[src/sv/qnr_mul_unit.sv]
`timescale 1ns / 1ps

module qnr_mul_unit #(
    parameter int W = 64,
    parameter int F = 32
) (
    input  logic                i_clk,
    input  logic                i_rst_n,
    input  logic                i_start,
    input  logic signed [W-1:0] i_a,
    input  logic signed [W-1:0] i_b,
    output logic                o_done,
    output logic signed [W-1:0] o_res
);

    logic [63:0]  r_a, r_b;
    logic         r_neg;
    logic [127:0] r_acc;
    logic [63:0]  r_pp;
    logic [6:0]   r_sh;
    logic [2:0]   r_cnt;
    logic         r_busy;
    logic         r_done;
    logic signed [W-1:0] r_res;

    logic [W-1:0]   ma, mb;
    logic [127:0]   val;
    logic [127:0]   lim;
    logic signed [W-1:0] sat;

    always_comb begin
        ma  = i_a[W-1] ? W'(-i_a) : W'(i_a);
        mb  = i_b[W-1] ? W'(-i_b) : W'(i_b);
        val = r_acc >> F;
        lim = 128'({1'b0, {(W-1){1'b1}}}) + 128'(r_neg);
        if (val > lim) begin
            sat = r_neg ? {1'b1, {(W-1){1'b0}}} : {1'b0, {(W-1){1'b1}}};
        end else begin
            sat = r_neg ? -W'(val) : W'(val);
        end
    end

    always_ff @(posedge i_clk) begin
        if (!i_rst_n) begin
            r_busy <= 1'b0;
            r_done <= 1'b0;
            r_cnt  <= '0;
        end else begin
            r_done <= 1'b0;
            if (i_start) begin
                r_a    <= 64'(ma);
                r_b    <= 64'(mb);
                r_neg  <= i_a[W-1] ^ i_b[W-1];
                r_acc  <= '0;
                r_cnt  <= '0;
                r_busy <= 1'b1;
            end else if (r_busy) begin
                if (r_cnt < 3'd4) begin
                    r_pp <= 64'(r_a[{r_cnt[1], 5'b0} +: 32]) * 64'(r_b[{r_cnt[0], 5'b0} +: 32]);
                    r_sh <= {2'(r_cnt[1]) + 2'(r_cnt[0]), 5'b0};
                end
                if (r_cnt >= 3'd1 && r_cnt <= 3'd4) begin
                    r_acc <= r_acc + (128'(r_pp) << r_sh);
                end
                if (r_cnt == 3'd5) begin
                    r_res  <= sat;
                    r_done <= 1'b1;
                    r_busy <= 1'b0;
                end
                r_cnt <= r_cnt + 3'd1;
            end
        end
    end

    assign o_done = r_done;
    assign o_res  = r_res;

endmodule

[config.mk]
export PLATFORM = sky130hd
export DESIGN_NAME = qnr_mul_unit
export DESIGN_NICKNAME = d
export VERILOG_FILES = /design/src/sv/qnr_mul_unit.sv
export SDC_FILE = /design/constraint.sdc
export NUM_CORES = 2
export LEC_CHECK = 0
export ABC_AREA = 1
export BUFFER_PORTS_ARGS = -buffer_cell sky130_fd_sc_hd__buf_2
export CELL_PAD_IN_SITES_DETAIL_PLACEMENT = 2
export CELL_PAD_IN_SITES_GLOBAL_PLACEMENT = 2
export CORE_MARGIN = 2
export CORE_UTILIZATION = 38
export CTS_CLUSTER_DIAMETER = 200
export DETAILED_ROUTE_END_ITERATION = 7
export HOLD_SLACK_MARGIN = 0.02
export PLACE_DENSITY_LB_ADDON = 0.1
export SKIP_LAST_GASP = 1
export SLEW_MARGIN = 20
export SYNTH_ARGS = -nofsm -noshare
export SYNTH_HDL_FRONTEND = slang
export SYNTH_SLANG_ARGS = --single-unit
[constraint.sdc]
create_clock -name i_clk -period 15.95 [get_ports i_clk]
set_input_delay 0.7975 -clock i_clk [delete_from_list [all_inputs] [get_ports i_clk]]
set_output_delay 0.7975 -clock i_clk [all_outputs]
set_load 0.02 [all_outputs]
# Word-level counts from Yosys, hierarchy flattened
# Index checks and enable logic that the tools add are counted.
# classes
n_lt_le_gt_ge	4
bitwise_logic	4
n_eq_ne	1
n_mul	1
n_addsub	7
n_mux	11
n_reduce_logical	9
shifts	3
# op_table
operator	count
128-bit two-way mux	2
64-bit two-way mux	3
64-bit negator	3
128-bit adder	1
64-bit by 7-bit variable part select with 32-bit output	2
64-bit by 7-bit left shift with 128-bit output	1
63-bit two-way mux	2
96-bit by 64-bit greater-than comparator with 1-bit output	1
63-bit by 1-bit adder with 64-bit output (first input constant)	1
32-bit by 32-bit multiplier with 64-bit output	1
4-bit AND reduction	2
1-bit two-way mux	4
2-bit nonzero test	2
3-bit by 1-bit adder with 3-bit output (second input constant)	1
3-bit equality test (second input constant)	1
3-bit by 1-bit greater-or-equal comparator with 1-bit output (second input constant)	1
3-bit less-or-equal comparator (second input constant)	1
3-bit < comparator (second input constant)	1
1-bit NOT	3
3-bit AND reduction	1
3-bit OR reduction	1
1-bit by 1-bit adder with 2-bit output	1
2-bit AND reduction	1
2-bit OR reduction	1
2 further kinds	2
# word_totals
word_cells	52
ff_bits	392
in_bits	131
out_inout_bits	65

# Longest topological paths before layout
# depth
depth_word	4
depth_mapped	37
ltp_nobuf	33

# Worst setup path before layout
# No wires, ideal clock.
# synth_path
path_type	register to register
startpoint	register r_cnt[1]
endpoint	register r_acc[0] (enable)
period_less_slack_ns	11.174
arrival_time_ns	10.371
path_buffers	2
stages_incl_launch_ff	7
setup_ns	0.802
setup_slack_ns	4.776
required_time_ns	15.148
path_cell_list	dfxtp_1 > buf_4 > inv_2 > clkbuf_1 > ha_1 > nor4_1 > o31ai_1
# synth_between
elab_chain_cells	4
elab_cells_between_ends	5
classes_between	2 x order compare; 3 x reduce/logical
# synth_rtl
element	line_no	source
from (decl)	21	logic [2:0] r_cnt;
from (signal assigned)	70	r_cnt <= r_cnt + 3'd1;
3-bit by 1-bit greater-or-equal comparator with 1-bit output / 3-bit less-or-equal comparator (equally long branches)	62	if (r_cnt >= 3'd1 && r_cnt <= 3'd4) begin
1-bit logical AND (*)	62	
2-bit nonzero test (no line) (*)	-	
3-bit AND reduction (no line) (*)	-	
to (signal assigned)	63	r_acc <= r_acc + (128'(r_pp) << r_sh);
to (decl)	18	logic [127:0] r_acc;
# Mark *: on every way between the ends. The rest lies on a longest branch, timed or not.
# A chain may end at the register's enable or synchronous reset.

# Worst setup path in the final report
# layout_path
startpoint	register r_cnt[0]
endpoint	register r_pp[48] (data pin)
# layout_between
elab_chain_cells	2
# layout_rtl
element	line_no	source
64-bit by 7-bit variable part select with 32-bit output	59	r_pp <= 64'(r_a[{r_cnt[1], 5'b0} +: 32]) * 64'(r_b[{r_cnt[0], 5'b0} +: 32]);
32-bit by 32-bit multiplier with 64-bit output	59	
to (signal assigned)	59	
to (decl)	19	logic [63:0] r_pp;
# Every way passes these cells.

==> results.yml <==
synthesis:
  yosysSeqAreaShare: 0.1673
  ys_async_sr_fraction: 0
  yosysWarnings: 0
  synth-xor-area-share: 0.02675
  netlist_area_um2: 70080
  yosysUniqueCellTypes: 58
  syn_area_per_cell_um2: 7.030
  synth_adder_area_share: 0.3384
  synth_compound_area_frac: 0.05431
  yosys_register_bits: 392
  ys.flop_type: "edfxtp_1"
  synth_edf_count: 387
  synth-simple-area-share: 0.2775
  postSynthCellCount: 9969
  synthMuxAreaShare: 0
  syn_nets: 11460
  synth_top_family_by_area: "adder cells"
sta:
  drv_slew: 0
  setup_tns_ns: 0
  rsz0062_at_grt: "false"
  finalCritPeriodShare: 0.6376
  fin_crit_ns: 10.17
  max_clock_freq_ghz: 0.09834
  worstMarginPinSlew_ns: 1.217
  hold_viol_final: 0
  maxSlewHeadroom: 0.1803
  fin_worst_skew_ns: 0.05894
  setup_viol_count_final: 0
place:
  dpl_cell_area_um2: 74010
  place_hpwl_um: 301900
  place_congestion: 0.9725
  portBuffers: 195
die:
  fp.dieW_um: 433.4
  ios: 196
  dieArea_um2: 187900
  rows: 157
  core_um2: 183100
  die_h_um: 433.4
  initial_core_util: 0.3828
critical_path:
  cp_slowest_cell: "xor2_1"
  crit_top_cell: "fa_1"
  crit_path_end_kind: "flop"
  critPathKind: "flop to flop"
  cp_max_fo: 37
  crit_end: "r_pp[48]"
  rrSetupSlack_ns: 5.78
  cp.arrival_ns: 10.64
  crit-reg2reg-capture: "r_pp[48]"
  critPathLaunch: "r_cnt[0]"
  cp_slowest_stage_delay_ns: 0.60
  worst_setup_path_start_kind: "flop"
  reg2reg_depth: 28
  r2r-start: "r_cnt[0]"
  crit_required_ns: 16.42
drt:
  wl_met1_um: 136200
  top_layer_used: "met5"
  drt-total-wl_um: 359800
  wire_per_inst_um: 28.55
  first_iter_violations: 4214
  ant_nets: 0
  via_count: 67880
  dr_wl_met2_um: 173900
  drcViolationCount: 0
  dr.pass1.iters: 5
  via_per_inst: 5.386
  wl_met3_um: 18690
clock_tree:
  hold_buffers: 0
  numClockSinks: 392
  cts_setup_buffers: 0
  cts_max_path_buffers: 3
  clockRootBuffer: "clkbuf_16"
  htreeDepth: 2
  clkLatencyLatePin_ns: 0.76
  cts.repair.resized: 0
  cts_made_buffers: 55
  cts_tree: "yes"
  clk_pin_slew_ns: 0.06
global_routing:
  track_usage: 0.3819
  grt_max_degree: 97
  grt_pass1_wl_um: 518000
  grt_remaining_overflow: 0
  antenna_found_initial: 8
  first_global_vias: 76300
flow_run:
  drv_cap: 0
layout:
  area_growth_syn_to_layout_pct: 8.459
  final_area_um2: 76010
  drive_above_1_share: 0.06343
  fin_nets: 11580
worst_hold_path:
  min_path_type: "primary input to flop"
outcome:
  status: "complete, no violations"
[state kept, by name (all words and copies together), names as in the netlist]
register and cells:
o_done 1, r_neg 1, r_sh 2, r_pp 64, r_cnt 3, r_busy 1
r_a 64, o_res 64, r_b 64, r_acc 128
[layout by cell type, fill, tap and decap left out, types with 11 or more instances in the layout]
cell / netlist / final
nand2_1: 2723 / 2723
inv_1: 2207 / 2205
nor2_1: 1499 / 1499
fa_1: 897 / 897
ha_1: 460 / 460
edfxtp_1: 387 / 387
a21oi_1: 315 / 315
o21ai_0: 267 / 243
nand3_1: 241 / 241
buf_2: 103 / 195
xor2_1: 158 / 158
buf_4: 9 / 110
nand4_1: 75 / 75
nor3_1: 73 / 71
or2_2: 63 / 63
o21ai_2: 31 / 57
xnor2_1: 56 / 56
clkbuf_16: 0 / 55
nor2_2: 34 / 34
inv_2: 23 / 23
o21ai_1: 28 / 22
nor4_1: 22 / 22
nand3_2: 19 / 19
o21bai_1: 17 / 17
o21a_1: 16 / 16
and2_1: 15 / 15
clkinv_1: 9 / 12
a31oi_1: 12 / 12
nand2_2: 11 / 11
inv_6: 0 / 11
[final cells by class]
class / count / area, µm²
inverters: 2239 / 8412
clock buffers: 65 / 1434
well taps: 2464 / 3083
multi-input cells: 7099 / 49010
flip-flops and latches: 392 / 11720
clock inverters: 37 / 540.5
diodes: 2 / 5.005
repair buffers: 305 / 1802
fillers: 22060 / 107100
[worst max-delay path, delay by kind of cell (launching register included)]
family                     cells  cell delay [ns]
and+or+nand+nor                7             1.55
xor gates and xnor gates       1             0.60
DFF                            1             0.32
AOI/OAI and AO/OA              2             0.32
buffers and inverters          9             2.30
adders and majority gates      9             4.77
[stage by stage]
stage / instances / util / hold WS [ns] / worst slack (ns)
3_3_place_gp: 12500 / 0.4042 / 0.5479 / 6.135
6_report: 12600 / 0.4152 / 0.3090 / 5.781
4_1_cts: 12600 / 0.4151 / 0.2692 / 5.912
5_1_grt: 12600 / 0.4151 / 0.3023 / 5.583
2_1_floorplan: 9969 / - / 0.4941 / 4.776
3_5_place_dp: 12500 / 0.4043 / 0.5790 / 5.908
[logic make-up (layout without fill, tap and decap cells)]
family,Yosys count,after routing
compound gates,705,705
xor+xnor,214,214
fa+ha+maj,1357,1357
buf+inv,2478,2646
flops,392,392
other cells,0,2
simple gates,4823,4823
[worst min path at each step]
stage           start      to  cells past startpoint
4_1_cts        i_a[0]  r_a[0]                      1
5_1_grt        i_a[0]  r_a[0]                      1
3_5_place_dp   r_busy  r_busy                      2
2_1_floorplan  r_busy  r_busy                      2
3_3_place_gp   r_busy  r_busy                      2
6_report       i_a[0]  r_a[0]                      1
[synth_stat cells, drive strengths merged, types with 5 or more instances]
cell	instances	area [µm²]
or2	71	446.7
nor3	83	478.0
o21bai	17	127.6
o21ai	327	1764
nand2	2736	10320
inv	2230	8371
dfxtp	5	100.1
nand3b	11	86.33
xor2	158	1384
nand3	261	1414
edfxtp	387	11620
a21o	6	45.04
ha	460	5756
nand4	77	494.2
clkinv	9	33.78
fa	897	17960
and2	15	93.84
buf	127	691.9
o21a	17	128.9
nor2	1539	5907
a21oi	316	1585
xnor2	56	490.5
clkbuf	112	420.4
a31oi	12	75.07
nor4	24	162.7
[per-layer routing]
| layer | global-route usage | up-vias |
|---|---|---|
| met5 | 0 | - |
| met3 | 0.05125 | 862 |
| met4 | 0.2724 | 4 |
| met2 | 0.6576 | 2194 |
| li1 | - | 30050 |
| met1 | 0.4358 | 34770 |
Power is left out: the tool's default activity adds up to more than one toggle a clock period on the data nets, which glitch-free logic cannot reach.
