--- src/sv/qnr_div_unit.sv ---
`timescale 1ns / 1ps

module qnr_div_unit #(
    parameter int W = 64,
    parameter int F = 32
) (
    input  logic                i_clk,
    input  logic                i_rst_n,
    input  logic                i_start,
    input  logic signed [W-1:0] i_num,
    input  logic signed [W-1:0] i_den,
    output logic                o_done,
    output logic signed [W-1:0] o_quo
);

    localparam int NW = W + F;
    localparam int CW = $clog2(NW + 1);

    logic [NW-1:0] r_q;
    logic [W-1:0]  r_rem;
    logic [W-1:0]  r_md;
    logic          r_neg;
    logic [CW-1:0] r_cnt;
    logic          r_busy;
    logic          r_done;
    logic signed [W-1:0] r_quo;

    logic [W-1:0]  mn, md;
    logic [W:0]    trial;
    logic          qbit;
    logic [W-1:0]  rem_nx;
    logic [NW-1:0] lim;
    logic signed [W-1:0] sat;

    always_comb begin
        mn    = i_num[W-1] ? W'(-i_num) : W'(i_num);
        md    = i_den[W-1] ? W'(-i_den) : W'(i_den);
        trial = {r_rem, r_q[NW-1]};
        qbit  = trial >= {1'b0, r_md};
        rem_nx = qbit ? W'(trial - {1'b0, r_md}) : W'(trial);
        lim   = NW'({1'b0, {(W-1){1'b1}}}) + NW'(r_neg);
        if (r_q > lim) begin
            sat = r_neg ? {1'b1, {(W-1){1'b0}}} : {1'b0, {(W-1){1'b1}}};
        end else begin
            sat = r_neg ? -W'(r_q) : W'(r_q);
        end
    end

    always_ff @(posedge i_clk) begin
        if (!i_rst_n) begin
            r_busy <= 1'b0;
            r_done <= 1'b0;
            r_cnt  <= '0;
        end else begin
            r_done <= 1'b0;
            if (i_start) begin
                r_q    <= NW'(mn) << F;
                r_rem  <= '0;
                r_md   <= md;
                r_neg  <= i_num[W-1] ^ i_den[W-1];
                r_cnt  <= '0;
                r_busy <= 1'b1;
            end else if (r_busy) begin
                if (r_cnt == CW'(NW)) begin
                    r_quo  <= sat;
                    r_done <= 1'b1;
                    r_busy <= 1'b0;
                end else begin
                    r_rem <= rem_nx;
                    r_q   <= {r_q[NW-2:0], qbit};
                    r_cnt <= r_cnt + 1'b1;
                end
            end
        end
    end

    assign o_done = r_done;
    assign o_quo  = r_quo;

endmodule

--- config.mk ---
export PLATFORM = sky130hd
export DESIGN_NAME = qnr_div_unit
export DESIGN_NICKNAME = d
export VERILOG_FILES = /design/src/sv/qnr_div_unit.sv
export SDC_FILE = /design/constraint.sdc
export NUM_CORES = 1
export LEC_CHECK = 0
export ABC_AREA = 1
export BUFFER_PORTS_ARGS = -buffer_cell sky130_fd_sc_hd__buf_2
export CAP_MARGIN = 20
export CORE_MARGIN = 2
export CORE_UTILIZATION = 50
export DETAILED_ROUTE_END_ITERATION = 6
export GPL_TIMING_DRIVEN = 0
export PLACE_DENSITY = 0.68
export SLEW_MARGIN = 10
export SYNTH_ARGS = -nofsm -noshare
export SYNTH_HDL_FRONTEND = slang
export SYNTH_SLANG_ARGS = --single-unit
--- constraint.sdc ---
create_clock -name i_clk -period 20.8 [get_ports i_clk]
set_clock_uncertainty 0.1 [all_clocks]
set_input_delay 4.16 -clock i_clk [delete_from_list [all_inputs] [get_ports i_clk]]
set_output_delay 4.16 -clock i_clk [all_outputs]
set_load 0.005 [all_outputs]
# ---- Yosys cells after proc, flatten, opt, wreduce, memory -nomap -nowiden
# Index checks and enable logic that the tools add are counted.
dict set report totals {
  output_inout_bits 65
  in_bits 131
  reg_bits 298
  wordCells 47
}
dict set report op_classes {
  eq_ne 2
  mux 15
  add_sub_neg 6
  n_reduce_logical 7
  bitwise_logic 5
  n_lt_le_gt_ge 2
}
# op n
set ops {}
lappend ops {{$mux 64} 7}
lappend ops {{$mux 96} 3}
lappend ops {{$neg 64->64} 3}
lappend ops {{$gt 96x64->1} 1}
lappend ops {{$ge 65x64->1} 1}
lappend ops {{$add 63x1->64 const A} 1}
lappend ops {{$sub 64x64->64} 1}
lappend ops {{$mux 63} 1}
lappend ops {{$add 7x1->7 const B} 1}
lappend ops {{$eq 7x7->1 const B} 1}
lappend ops {{$mux 1} 4}
lappend ops {{$not 1->1} 4}
lappend ops {{$reduce_and 2->1} 2}
lappend ops {{$reduce_and 4->1} 1}
lappend ops {{$reduce_and 3->1} 1}
lappend ops {{$reduce_or 3->1} 1}
lappend ops {{$ne 2x2->1 const B} 1}
lappend ops {{$reduce_bool 2->1} 1}
lappend ops {{$reduce_or 2->1} 1}
lappend ops {{$xor 1x1->1} 1}

# ---- Logic depth before layout (Yosys ltp)
# Gate-level depths: netlist (run 1).
dict set report logic_depth {
  depth_word 4
  mapped_depth 20
  ltp_nobuf 17
}

# ---- Worst setup path after synthesis (run 1)
# No wires, ideal clock.
dict set report synth_timing {
  path_kind {input port to flip-flop}
  start {input i_rst_n}
  end {register r_q[0], enable pin}
  slack_ns 4.433
  setup_time_ns 0.901
  arrival_time_ns 15.366
  stages 2
  required_ns 19.799
  n_path_buf 0
  cell_sequence {inv_1 > o21ai_0}
}
dict set report synth_between {
  elab_chain_cells 1
}
# element line_no
set synth_rtl {}
lappend synth_rtl {{start: declaration} 8} ;# input logic i_rst_n,
lappend synth_rtl {{$reduce_and 3->1 (no line)} -}
lappend synth_rtl {{end signal: assignment} 57} ;# r_q <= NW'(mn) << F;
lappend synth_rtl {{end signal: assignment} 70} ;# r_q <= {r_q[NW-2:0], qbit};
lappend synth_rtl {{end: declaration} 19} ;# logic [NW-1:0] r_q;
# No other way between the ends.
# A chain may end at the register's enable or synchronous reset.

# ---- Final worst setup path (run 1)
dict set report layout_timing {
  start {input i_start}
  end {register r_rem[12], enable pin}
}
dict set report layout_between {
  elab_chain_cells 2
  word_cells_on_any_way 3
  classes_between {1 x eq/ne; 2 x reduce/logical}
}
# element line_no
set layout_rtl {}
lappend layout_rtl {{start: declaration} 9} ;# input logic i_start,
lappend layout_rtl {{$ne 2x2->1 (no line) / $reduce_bool 2->1 (equally long branches)} -}
lappend layout_rtl {{$reduce_and 3->1 (no line) *} -}
lappend layout_rtl {{end signal: assignment} 69} ;# r_rem <= rem_nx;
lappend layout_rtl {{end: declaration} 20} ;# logic [W-1:0] r_rem;
# Every way passes the cells marked *; elsewhere a longest branch is shown, timed or not.

==> results of run 1 <==
==> Yosys cell counts (19+ instances only) <==
cell / instances
a21oi_1: 95
buf_2: 19
clkbuf_1: 40
edfxtp_1: 289
ha_1: 133
inv_1: 605
nand2_1: 1375
nand3_1: 172
nand3b_1: 64
nand4_1: 64
nor2_1: 590
nor2_2: 32
nor3_1: 41
o21ai_0: 106
xnor2_1: 21
xor2_1: 160
==> where the power goes <==
part | internal, W | switching, W
registers | 0.000726 | 0.0000395
clock network | 0.000363 | 0.000253
logic | 0.000228 | 0.000483
==> routing by layer <==
metal	global-route usage, %	up-vias	share of wire [%]
li1	-	12900	-
met3	5.31	143	8.9
met1	47.7	11900	46
met4	8.60	0	2.8
met5	0	-	0
met2	48.9	1063	42
==> registers in the layout, summed over array words and instances, names as in the netlist <==
signal and count:
r_neg 1, r_q 96, o_quo 64, r_cnt 7, r_busy 1, r_md 64, o_done 1, r_rem 64
==> cells in the final DEF, fill, tap and decap left out, drive strengths merged <==
master	synthesis	final
nand2	1388	1388
nor2	624	624
inv	618	621
edfxtp	289	289
buf	40	244
nand3	175	175
xor2	160	160
ha	133	133
o21ai	113	113
a21oi	95	95
clkbuf	40	83
nand4	64	64
nand3b	64	64
nor3	42	42
xnor2	21	21
nor4	17	17
a31oi	16	16
clkinv	4	12
dfxtp	9	9
or2	9	9
o211ai	8	8
and3	7	7
o21bai	4	4
and2	4	4
bufinv	0	4
nor3b	4	4
o31ai	4	4
o21a	3	3
or3	1	1
o41ai	1	1
and3b	1	1
fa	1	1
clkinvlp	0	1
==> logic make-up after synthesis <==
| logic type | synth area share [%] |
|---|---|
| adder cells (fa/ha/maj) | 6.44 |
| buffers and inverters | 10.5 |
| XOR/XNOR | 6.06 |
| AND/OR/NAND/NOR | 38.2 |
| flip-flops | 33.9 |
| AO/OA/AOI/OAI | 4.99 |
==> how the worst min path moves through the flow <==
stage	from	endpoint	slack, ns	depth (start not counted)
after CTS	r_cnt[6]	r_cnt[6]	0.37	1
after floorplan	r_cnt[6]	r_cnt[6]	0.32	1
final	r_cnt[6]	r_cnt[6]	0.38	1
after global routing	r_cnt[4]	r_cnt[4]	0.40	2
after detailed placement	r_cnt[6]	r_cnt[6]	0.35	1
after global placement	r_cnt[6]	r_cnt[6]	0.34	1
==> metrics by stage <==
stage	worst slack (ns)	hold slack [ns]	util, %	setup TNS, ns	total power [W]
6_report	13.76	0.381	56.9	0	0.00209
5_1_grt	13.69	0.400	56.9	0	0.00221
4_1_cts	13.90	0.369	56.9	0	0.00208
3_5_place_dp	13.33	0.354	54.7	0	0.00147
3_3_place_gp	-1.60	0.343	54.3	-251.94	0.00147
2_1_floorplan	4.43	0.322	-	0	0.00126
==> cell type report <==
class,count,area (um2),share of cell area (%)
plain buffers,80,395,1.35
multi-input cells,2959,14600,49.7
repair buffers,204,1180,4.01
clock buffers,43,916,3.13
flip-flops and latches,298,8860,30.2
inverters,622,2340,7.99
well taps,680,851,2.90
clock inverters,16,189,0.645
==> metrics.yaml, run 1 <==
dp_cells: 4843
synth_area_per_cell_um2: 6.61
insertion_delay_ns: 0.57
critical_path.most_common_cell: "buf_12"
crit_family: "buffers and inverters"
viasPerCell: 5.31
slowest_delay_ns: 0.64
fin_area_um2: 29300
cp_max_fo: 26
cp.buffers_inverters: 7
cts-root-buf: "clkbuf_16"
design.die.area_um2: 54100
rrSetupSlack_ns: 15.38
crit_path_end_kind: "register"
setup.worst_path.end: "r_rem[12]"
ant_nets: 0
dp_hpwl_um: 72300
synth_edf_count: 289
fin_crit_ns: 7.04
grt_pass1_vias: 23800
dpl_cell_area_um2: 28200
final_cells: 4902
tightest_slew_ns: 0.987
cp_cell_sequence: "buf_2 > clkbuf_1 > clkbuf_1 > nand2_1 > o21ai_4 > buf_12 > buf_12 > buf_12 > buf_12"
yosysUniqueCellTypes: 49
worst_hold_path_type: "reg2reg"
fp.dieH_um: 233
io_buffer_count: 193
core_area_um2: 51500
die_w_um: 233
setup.worst_path.start: "i_start"
period_share_pct: 33.9
yosys.area.top_type: "edfxtp_1"
grt_overflow: 0
ir_drop_mv: 0.0510
cts_setup_buffers: 0
crit_slowest_cell: "clkbuf_1"
gr-usage-all-layers_pct: 32.4
crit_cells: 9
ys.flop_type: "edfxtp_1"
grt_max_degree: 44
max_freq_mhz: 142
cap_violations: 0
start_kind: "input port"
place.gp.congestion: 1.06
reg2reg_to: "o_quo[1]"
cp_data_arrival_time_ns: 7.20
r2r_start: "r_neg"
area_growth_pct: 12.0
syn-num-nets: 4224
rows: 83
clockBufferDepth: 3
via_count: 26000
wire_per_inst_um: 17.8
yosysWarnings: 0
synth-seq-cells: 298
yosys.area.top_type_share_pct: 33.2
cts.sinks: 298
post_cts_resized: 0
setup_viol: 0
cts_buffers: 35
ys_async_sr_fraction_pct: 0
drive_gt1_share_pct: 8.62
cts_max_level: 2
synth_area_um2: 26200
io_pins: 196
layout.nets: 4465
drtIter0Drc: 2736
rsz0062_at_grt: "no"
syn_inst: 3959
seq_area_frac_synth_pct: 33.9
final-hold-violation-count: 0
ff2ff_path_depth: 18
crit_required_ns: 20.96
fill_cells: 5255
detail_route.drc_violations: 0
grt_pass1_wl_um: 135000
status: "completed"
cts_tree: "done"
timing.slew.headroom_pct: 34.2
totalWireLength_um: 87500
n_antenna_cell: 0
antenna_found_initial: 1
critPathKind: "in2reg"
dr.pass1.iters: 6
hold_buffers: 0
leakage_nw: 14.3
path_clk_slew_ns: 0.06
initial_core_util_pct: 50.8
p_per_area_nw_per_um2: 71.4
slew_violations: 0
synthTopCellsByArea: "edfxtp_1 (33%), nand2_1 (20%), inv_1 (8.7%), nor2_1 (8.5%), ha_1 (6.4%)"
Note: power is estimated with default switching activity, not from simulation.
==> run 2: changes to the inputs <==
--- a/config.mk
+++ b/config.mk
@@ -12,7 +12,7 @@
 export CORE_UTILIZATION = 50
 export DETAILED_ROUTE_END_ITERATION = 6
 export GPL_TIMING_DRIVEN = 0
-export PLACE_DENSITY = 0.68
+export PLACE_DENSITY = 0.71
 export SLEW_MARGIN = 10
 export SYNTH_ARGS = -nofsm -noshare
 export SYNTH_HDL_FRONTEND = slang
==> constraint.sdc (replaced) <==
create_clock -name i_clk -period 5.8 [get_ports i_clk]
set_clock_uncertainty 0.1 [all_clocks]
set_input_delay 1.16 -clock i_clk [delete_from_list [all_inputs] [get_ports i_clk]]
set_output_delay 1.16 -clock i_clk [all_outputs]
set_load 0.005 [all_outputs]
==> run 2 against run 1 <==
Against the previous run: worst hold slack got worse by 0.023 ns; critical endpoint is now o_quo[1]; largest cell class unchanged; the flow now finishes with violations (DRC); final area about the same; count of clock-buffer cells in the layout fell by 2; total power grew to 3.6 times the previous value; highest routed layer unchanged.
==> metrics.yaml, run 2 (same netlist as run 1, synthesis figures left out) <==
cts-root-buf: "clkbuf_16"  # unchanged
setup.worst_path.start: "r_neg"  # was i_start
cp_max_fo: 24  # was 26
slowest_delay_ns: 0.40  # was 0.64 ns
cts_max_level: 2  # unchanged
post_cts_resized: 0  # unchanged
max_freq_mhz: 204
period_share_pct: 84.5
r2r_start: "r_neg"  # unchanged
drive_gt1_share_pct: 8.55  # was 8.62%
layout.nets: 4464  # was 4465
final_cell_mix: "nand2_1 (1375), inv_1 (604), nor2_1 (589)"  # unchanged
rows: 83  # unchanged
ir_drop_mv: 0.194  # was 0.0510 mV
dr.pass1.iters: 7  # was 6
leakage_nw: 14.3  # about the same
final-hold-violation-count: 0  # unchanged
p_per_area_nw_per_um2: 254  # was 71.4 nW/um2
io_pins: 196  # unchanged
fin_crit_ns: 4.90
hold_buffers: 0  # unchanged
dp_hpwl_um: 73300  # was 72300 um
ant_nets: 0  # unchanged
place.gp.congestion: 1.01  # was 1.06
power_w: 0.00743  # was 0.00209 W
slew_violations: 0  # unchanged
grt_overflow: 0  # unchanged
critPathKind: "reg2reg"  # was in2reg
cts_tree: "done"  # unchanged
final_common_cell: "nand2_1"  # unchanged
timing.slew.headroom_pct: 34.4  # was 34.2%
rsz0062_at_grt: "no"  # unchanged
crit_path_end_kind: "register"  # unchanged
cp_cell_sequence: "buf_8 > buf_8 > buf_8 > clkbuf_1 > clkinv_1 > clkbuf_1 > clkbuf_1 > ha_1 > nand2_1 > nor2_1 > nor3b_2 > nand4_1 > a21oi_1 > nor2_1 > nand2_1 > nand2_2 > buf_4 > nand2_1 > nand2_1"  # was buf_2 > clkbuf_1 > clkbuf_1 > nand2_1 > o21ai_4 > buf_12 > buf_12 > buf_12 > buf_12
design.die.area_um2: 54100  # unchanged
grt_pass1_vias: 23900  # was 23800
die_w_um: 233  # unchanged
wire_per_inst_um: 18.0  # was 17.8 um
largest_register: "r_q"  # unchanged
cts_buffers: 34  # was 35
crit_slowest_cell: "ha_1"  # was clkbuf_1
gr-usage-all-layers_pct: 32.4  # about the same
rrSetupSlack_ns: 0.90  # was 15.38 ns
cap_violations: 0  # unchanged
ff2ff_path_depth: 19  # was 18
violations: "DRC"
antenna_found_initial: 2  # was 1
io_buffer_count: 193  # unchanged
crit_cells: 19  # was 9
insertion_delay_ns: 0.57  # about the same
largest_reg_flops: 96  # unchanged
holdPathStages: 1  # unchanged
fill_cells: 5196  # was 5255
detail_route.drc_violations: 6  # was 0
grt_max_degree: 45  # was 44
cts.sinks: 298  # unchanged
min_to: "r_cnt[6]"  # unchanged
reg2reg_to: "o_quo[1]"  # unchanged
cts_setup_buffers: 0  # unchanged
cp_data_arrival_time_ns: 5.11  # was 7.20 ns
via_count: 25900  # was 26000
cp.buffers_inverters: 8  # was 7
clockBufferDepth: 3  # unchanged
min_from: "r_cnt[6]"  # unchanged
viasPerCell: 5.28  # was 5.31
start_kind: "register"  # was input port
crit_required_ns: 6.01  # was 20.96 ns
fp.dieH_um: 233  # unchanged
grt_pass1_wl_um: 134000  # was 135000 um
initial_core_util_pct: 50.8  # unchanged
area_growth_pct: 11.9  # was 12.0%
hold_ws_ns: 0.358  # was 0.381 ns
critical_path.most_common_cell: "nand2_1"  # was buf_12
setup_viol: 0  # unchanged
core_area_um2: 51500  # unchanged
status: "finished with violations"  # was completed
totalWireLength_um: 88400  # was 87500 um
worst_hold_path_type: "reg2reg"  # unchanged
drtIter0Drc: 2513  # was 2736
path_clk_slew_ns: 0.06  # about the same
tightest_slew_ns: 0.984  # was 0.987 ns
crit_family: "buffers and inverters"  # unchanged
fin_util_pct: 56.8  # was 56.9%
==> run 2: changes by cell type in the layout (fill, tap and decap cells not counted), sizes merged <==
cell and change:
diode +1, clkinvlp -1, clkbuf -2, clkinv +4, inv +3, bufinv -2
==> run 2: metal layers <==
metal  part of all wire [%]  up-vias  GRT usage (%)
met4                    3.1        0           10.6
met1                     46    11800           46.7
met3                    8.0      141           4.77
li1                       -    12900              -
met2                     43     1004           49.9
met5                      0        -              0
==> run 2: power by group <==
group	internal [W]	switching, W	total, W
Sequential	0.00260	0.000141	0.00275
Combinational	0.000820	0.00174	0.00256
Clock	0.00121	0.000923	0.00213
Total	0.00463	0.00280	0.00743
==> run 2: final cells by class <==
cell class                      count  area [um2]  share of cell area, %
Timing Repair Buffer              204        1180                   4.03
Clock buffer                       41         898                   3.07
Sequential cell                   298        8860                   30.3
Multi-Input combinational cell   2959       14600                   49.8
Antenna cell                        1        2.50                0.00855
Inverter                          622        2340                   7.99
Clock inverter                     20         175                  0.598
Buffer                             80         395                   1.35
Tap cell                          680         851                   2.91
==> run 2: through the flow <==
step | cells | area [um2] | setup TNS (ns) | setup WS, ns
floorplan | 3959 | 26200 | 0 | 0.938
global placement | 4832 | 28000 | -18.87 | -0.305
detailed placement | 4843 | 28200 | 0 | 0.899
CTS | 4904 | 29300 | 0 | 0.901
global route | 4904 | 29300 | 0 | 0.565
finish | 4905 | 29300 | 0 | 0.901
==> run 2: how the worst max path moves through the flow <==
stage,slack (ns),endpoint
detailed placement,0.90,o_quo[1]
global placement,-0.31,o_quo[8]
floorplan,0.94,o_quo[0]
CTS,0.90,o_quo[1]
finish,0.90,o_quo[1]
global route,0.56,o_quo[22]
